$ cat config.mk
export PLATFORM = sky130hd
export DESIGN_NAME = dbma_div
export DESIGN_NICKNAME = d
export VERILOG_FILES = /design/src/rtl/core/dbma_div.sv
export SDC_FILE = /design/constraint.sdc
export NUM_CORES = 1
export LEC_CHECK = 0
export BUFFER_PORTS_ARGS = -buffer_cell sky130_fd_sc_hd__buf_2
export CAP_MARGIN = 20
export CORE_UTILIZATION = 55
export DETAILED_ROUTE_END_ITERATION = 10
export PLACE_DENSITY = 0.76
export SLEW_MARGIN = 30
export SYNTH_ARGS = -nofsm -noshare
export SYNTH_HDL_FRONTEND = slang
export SYNTH_SLANG_ARGS = --single-unit
$ cat constraint.sdc
create_clock -name clk -period 5.3 [get_ports clk]
set_input_delay 0 -clock clk [delete_from_list [all_inputs] [get_ports clk]]
set_output_delay 0 -clock clk [all_outputs]
set_load 0.05 [all_outputs]
$ cat src/rtl/core/dbma_div.sv
// pipelined restoring divider, one quotient bit per stage
// computes floor(num / den) for unsigned num of NUM_W and den of DEN_W bits
// depends on nothing but its parameters
module dbma_div #(
	parameter int NUM_W = 17,
	parameter int DEN_W = 9
) (
	input  logic             clk,
	input  logic             en,
	input  logic [NUM_W-1:0] num,
	input  logic [DEN_W-1:0] den,
	output logic [NUM_W-1:0] quo
);
	localparam int R_W = DEN_W + 1;

	logic [NUM_W-1:0] num_q [1:NUM_W];
	logic [R_W-1:0]   rem_q [1:NUM_W];
	logic [DEN_W-1:0] den_q [1:NUM_W];

	// one stage per quotient bit, shifting quotient bits in from below
	for (genvar i = 0; i < NUM_W; i++) begin : g_stage
		logic [NUM_W-1:0] n_in;
		logic [R_W-1:0]   r_in;
		logic [DEN_W-1:0] d_in;
		logic [R_W-1:0]   trial;
		logic [R_W-1:0]   shifted;
		if (i == 0) begin : g_head
			assign n_in = num;
			assign r_in = '0;
			assign d_in = den;
		end else begin : g_link
			assign n_in = num_q[i];
			assign r_in = rem_q[i];
			assign d_in = den_q[i];
		end
		always_comb begin
			shifted = {r_in[R_W-2:0], n_in[NUM_W-1]};
			trial   = shifted - {1'b0, d_in};
		end
		always_ff @(posedge clk) begin
			if (en) begin
				den_q[i+1] <= d_in;
				if (shifted >= {1'b0, d_in}) begin
					rem_q[i+1] <= trial;
					num_q[i+1] <= {n_in[NUM_W-2:0], 1'b1};
				end else begin
					rem_q[i+1] <= shifted;
					num_q[i+1] <= {n_in[NUM_W-2:0], 1'b0};
				end
			end
		end
	end

	assign quo = num_q[NUM_W];
endmodule

==> run_summary.xml <==
<?xml version="1.0" encoding="UTF-8"?>
<metrics>
  <group name="outcome">
    <metric name="run_status" unit="">complete, no violations</metric>
  </group>
  <group name="global_routing">
    <metric name="vias_in_the_first_global_route" unit="">14200</metric>
    <metric name="grt_use_total" unit="">0.185</metric>
    <metric name="grt_pass1_wl" unit="mm">69.9</metric>
    <metric name="grt_overflow_total" unit="">0</metric>
    <metric name="initial_antenna_violation_count" unit="">1</metric>
    <metric name="grt_start_max_net_pins" unit="">101</metric>
  </group>
  <group name="layout">
    <metric name="n_antenna_cell" unit="">0</metric>
    <metric name="layout.cells.non_filler" unit="">2564</metric>
    <metric name="layout-drive-gt1-share" unit="">0.103</metric>
    <metric name="final.fill_count" unit="">3316</metric>
    <metric name="net_count_reported_at_finish" unit="">2107</metric>
    <metric name="area_delta_synth_final" unit="%">12.0</metric>
    <metric name="final_util" unit="">0.630</metric>
  </group>
  <group name="power_and_ir_drop">
    <metric name="vdd_drop_max" unit="mV">0.340</metric>
    <metric name="leakage_power_summed_over_all_cells" unit="nW">11.0</metric>
    <metric name="power_density" unit="nW/um2">499</metric>
  </group>
  <group name="clock_network">
    <metric name="clkSlewWorstSetupHoldPaths" unit="ps">60</metric>
    <metric name="cts-buffers-inserted" unit="">56</metric>
    <metric name="clock_insertion_delay_worst_skew" unit="ps">620</metric>
    <metric name="cts.root.buffer_cell" unit="">sky130_fd_sc_hd__clkbuf_16</metric>
    <metric name="clock-sinks" unit="">577</metric>
    <metric name="tritoncts" unit="">yes</metric>
    <metric name="cts_post_setup_buffers_inserted" unit="">0</metric>
    <metric name="cts-root-to-sink-buffers" unit="">3</metric>
    <metric name="post_cts.resized_instances" unit="">0</metric>
    <metric name="h_tree_depth" unit="">2</metric>
  </group>
  <group name="worst_setup_path">
    <metric name="r2r_end" unit="">rem_q[0][70]</metric>
    <metric name="crit_arrival" unit="ps">3250</metric>
    <metric name="reg2reg_setup_slack" unit="ps">2350</metric>
    <metric name="reg2reg_from" unit="">den_q[0][56]</metric>
    <metric name="setup.worst_path.start_class" unit="">flip-flop</metric>
    <metric name="reg2regPathDepth" unit="">7</metric>
    <metric name="worst_setup_path_end_kind" unit="">flip-flop</metric>
    <metric name="required" unit="ps">5600</metric>
    <metric name="worst-setup-path-type" unit="">flip-flop to flip-flop</metric>
    <metric name="critical_path.max_fanout" unit="">17</metric>
  </group>
  <group name="min_path">
    <metric name="holdPathEnd" unit="">num_q[0][19]</metric>
    <metric name="worstHoldPathType" unit="">primary input to flip-flop</metric>
    <metric name="min_from" unit="">num[1]</metric>
    <metric name="min_path_cells" unit="">2</metric>
  </group>
  <group name="place">
    <metric name="gpl.final_weighted_congestion" unit="">0.888</metric>
    <metric name="dp_slack" unit="ps">2080</metric>
    <metric name="detailedPlacementHpwl" unit="mm">29.3</metric>
    <metric name="place.port_buffers" unit="">44</metric>
    <metric name="number_of_instances_in_the_placed_design" unit="">2433</metric>
  </group>
  <group name="synthesis">
    <metric name="syn_avg_cell_area" unit="um2">14.2</metric>
    <metric name="synth_seq_cells" unit="">577</metric>
    <metric name="synth_area" unit="um2">25700</metric>
    <metric name="synth_top_area_share" unit="">0.674</metric>
    <metric name="post_synth_inst_count" unit="">1811</metric>
    <metric name="synth_unique_cells" unit="">61</metric>
    <metric name="ys_top_cells_by_count" unit="">577 x sky130_fd_sc_hd__edfxtp_1, 208 x sky130_fd_sc_hd__inv_1, 146 x sky130_fd_sc_hd__ha_1, 112 x sky130_fd_sc_hd__nand2_1, 112 x sky130_fd_sc_hd__o21ai_0</metric>
    <metric name="synth_largest_area_cell" unit="">sky130_fd_sc_hd__edfxtp_1</metric>
    <metric name="synthArstFlopShare" unit="">0</metric>
    <metric name="synth.net_count" unit="">2000</metric>
    <metric name="synth.most_common_cell" unit="">sky130_fd_sc_hd__edfxtp_1</metric>
    <metric name="synth_sequential_area_ratio" unit="">0.674</metric>
    <metric name="cells_taking_the_most_area_after_synthesis" unit="">sky130_fd_sc_hd__edfxtp_1 67%, sky130_fd_sc_hd__ha_1 7.1%, sky130_fd_sc_hd__inv_1 3.0%</metric>
    <metric name="synthFlopType" unit="">sky130_fd_sc_hd__edfxtp_1</metric>
    <metric name="synth_enable_flop_cells" unit="">577</metric>
    <metric name="synth-warning-count" unit="">0</metric>
  </group>
  <group name="floorplanning">
    <metric name="floorplan.die.height" unit="um">218</metric>
    <metric name="rows" unit="">78</metric>
    <metric name="die_width" unit="um">218</metric>
    <metric name="die_area" unit="um2">47600</metric>
    <metric name="number_of_ports_placed_on_the_die_boundary" unit="">45</metric>
    <metric name="start_util" unit="">0.562</metric>
    <metric name="coreArea" unit="um2">45700</metric>
  </group>
  <group name="timing">
    <metric name="rsz0062_at_grt" unit="">no</metric>
    <metric name="post-route-worst-setup-slack" unit="ps">2350</metric>
    <metric name="timing.final.setup_violations" unit="">0</metric>
    <metric name="final_report_max_slew_violation_count" unit="">0</metric>
    <metric name="final.period_utilization" unit="">0.557</metric>
    <metric name="finalCriticalPeriod" unit="ps">2950</metric>
    <metric name="max_clock_freq" unit="MHz">339</metric>
    <metric name="hold_ws" unit="ps">90.6</metric>
    <metric name="finalSetupTns" unit="ps">0</metric>
    <metric name="hold_violations" unit="">0</metric>
    <metric name="tightest_slew" unit="ps">787</metric>
    <metric name="fin_worst_skew" unit="ps">35.6</metric>
    <metric name="worst_case_headroom_to_the_max_slew_limit" unit="">0.475</metric>
  </group>
  <group name="drt">
    <metric name="route.detailed.wl_per_inst" unit="um">16.8</metric>
    <metric name="drtIter0Drc" unit="">1010</metric>
    <metric name="route.detailed.drc" unit="">0</metric>
    <metric name="detail_route.vias_per_cell" unit="">5.52</metric>
    <metric name="final_antenna_net_count" unit="">0</metric>
    <metric name="route.vias.total" unit="">14200</metric>
    <metric name="total_wirelength" unit="mm">43.1</metric>
    <metric name="detail_route.first_pass.iterations" unit="">6</metric>
  </group>
  <group name="run">
    <metric name="cap_violations" unit="">0</metric>
  </group>
</metrics>
-- how the worst max path moves through the flow --
stage / end / slack [ps] / startpoint
after floorplan: rem_q[0][162] / 2680 / den_q[0][135]
after global placement: rem_q[0][122] / 2160 / den_q[0][99]
after detailed placement: rem_q[0][84] / 2080 / den_q[0][63]
after CTS: rem_q[0][84] / 2070 / den_q[0][63]
after global routing: rem_q[0][84] / 2140 / den_q[0][63]
final: rem_q[0][70] / 2350 / den_q[0][56]
-- what timing repair did --
action	4_1_cts	5_1_grt
endpoints found under the hold margin	111	0
setup endpoints to repair	0	0
hold buffers	27	0
-- registers in the layout, indices dropped and copies added, names as in the netlist --
signal and flops:
num_q 289, den_q 144, rem_q 144
-- worst max-delay path, stage by stage, from the launching register on --
cell	delay [ps]
sky130_fd_sc_hd__edfxtp_1	430
sky130_fd_sc_hd__inv_1	80
sky130_fd_sc_hd__ha_1	260
sky130_fd_sc_hd__nor2b_1	170
sky130_fd_sc_hd__o31ai_1	480
sky130_fd_sc_hd__a211oi_1	250
sky130_fd_sc_hd__o32ai_4	710
sky130_fd_sc_hd__o21ai_0	220
-- layout make-up --
class,count,area [um2],share of cell area
Clock buffer,72,1460,0.0508
Tap cell,600,751,0.0261
Inverter,208,781,0.0271
Multi-Input combinational cell,991,7480,0.260
Timing Repair Buffer,84,606,0.0211
Sequential cell,577,17300,0.602
Clock inverter,32,358,0.0124
-- power breakdown --
part / total (mW) / switching [mW] / internal (mW)
logic: 3.94 / 2.17 / 1.77
registers: 6.47 / 0.401 / 6.06
clock network: 3.94 / 1.65 / 2.29
total: 14.3 / 4.22 / 10.1
-- logic make-up (layout without fill, tap and decap cells) --
| kind of cell | count (synthesis) | in the layout | synth area share |
|---|---|---|---|
| AO/OA/AOI/OAI | 372 | 372 | 0.0952 |
| AND/OR/NAND/NOR | 341 | 341 | 0.0671 |
| flip-flops | 577 | 577 | 0.674 |
| buffers and inverters | 243 | 396 | 0.0366 |
| adder cells (fa/ha/maj) | 161 | 161 | 0.0828 |
| multiplexers | 46 | 46 | 0.0196 |
| XOR/XNOR | 71 | 71 | 0.0242 |
-- layout by cell type (no fill, tap or decap), types with 7 or more instances in the layout --
master,instances
sky130_fd_sc_hd__a211oi_1,11
sky130_fd_sc_hd__a21boi_0,17
sky130_fd_sc_hd__a21o_1,9
sky130_fd_sc_hd__a21oi_1,75
sky130_fd_sc_hd__a31oi_1,13
sky130_fd_sc_hd__and3_1,8
sky130_fd_sc_hd__buf_2,43
sky130_fd_sc_hd__buf_4,11
sky130_fd_sc_hd__bufinv_16,7
sky130_fd_sc_hd__clkbuf_1,16
sky130_fd_sc_hd__clkbuf_16,56
sky130_fd_sc_hd__clkinv_1,11
sky130_fd_sc_hd__clkinv_2,9
sky130_fd_sc_hd__dlygate4sd3_1,27
sky130_fd_sc_hd__edfxtp_1,577
sky130_fd_sc_hd__fa_1,15
sky130_fd_sc_hd__ha_1,146
sky130_fd_sc_hd__inv_1,208
sky130_fd_sc_hd__mux2_2,34
sky130_fd_sc_hd__mux2i_1,12
sky130_fd_sc_hd__nand2_1,112
sky130_fd_sc_hd__nand2b_1,14
sky130_fd_sc_hd__nand3_1,26
sky130_fd_sc_hd__nand4_1,11
sky130_fd_sc_hd__nor2_1,57
sky130_fd_sc_hd__nor2b_1,38
sky130_fd_sc_hd__nor3_1,19
sky130_fd_sc_hd__nor3b_1,18
sky130_fd_sc_hd__o211ai_1,17
sky130_fd_sc_hd__o21a_1,35
sky130_fd_sc_hd__o21ai_0,112
sky130_fd_sc_hd__o21bai_1,8
sky130_fd_sc_hd__o31a_1,9
sky130_fd_sc_hd__o31ai_1,20
sky130_fd_sc_hd__or2_2,9
sky130_fd_sc_hd__xnor2_1,38
sky130_fd_sc_hd__xor2_1,33
-- per-layer routing --
metal / vias up / share of wire / global-route usage
met5: - / 0 / 0
met4: 0 / 0.032 / 0.0772
met3: 94 / 0.040 / 0.0284
met2: 280 / 0.50 / 0.324
met1: 6868 / 0.43 / 0.229
li1: 6909 / - / -
-- metrics by stage --
stage / power (mW) / area [um2]
finish: 14.3 / 28800
global route: 15.1 / 28800
CTS: 14.4 / 28700
detailed placement: 10.4 / 26600
global placement: 10.2 / 26600
floorplan: 9.48 / 25700
(Power assumes the default switching activity.)
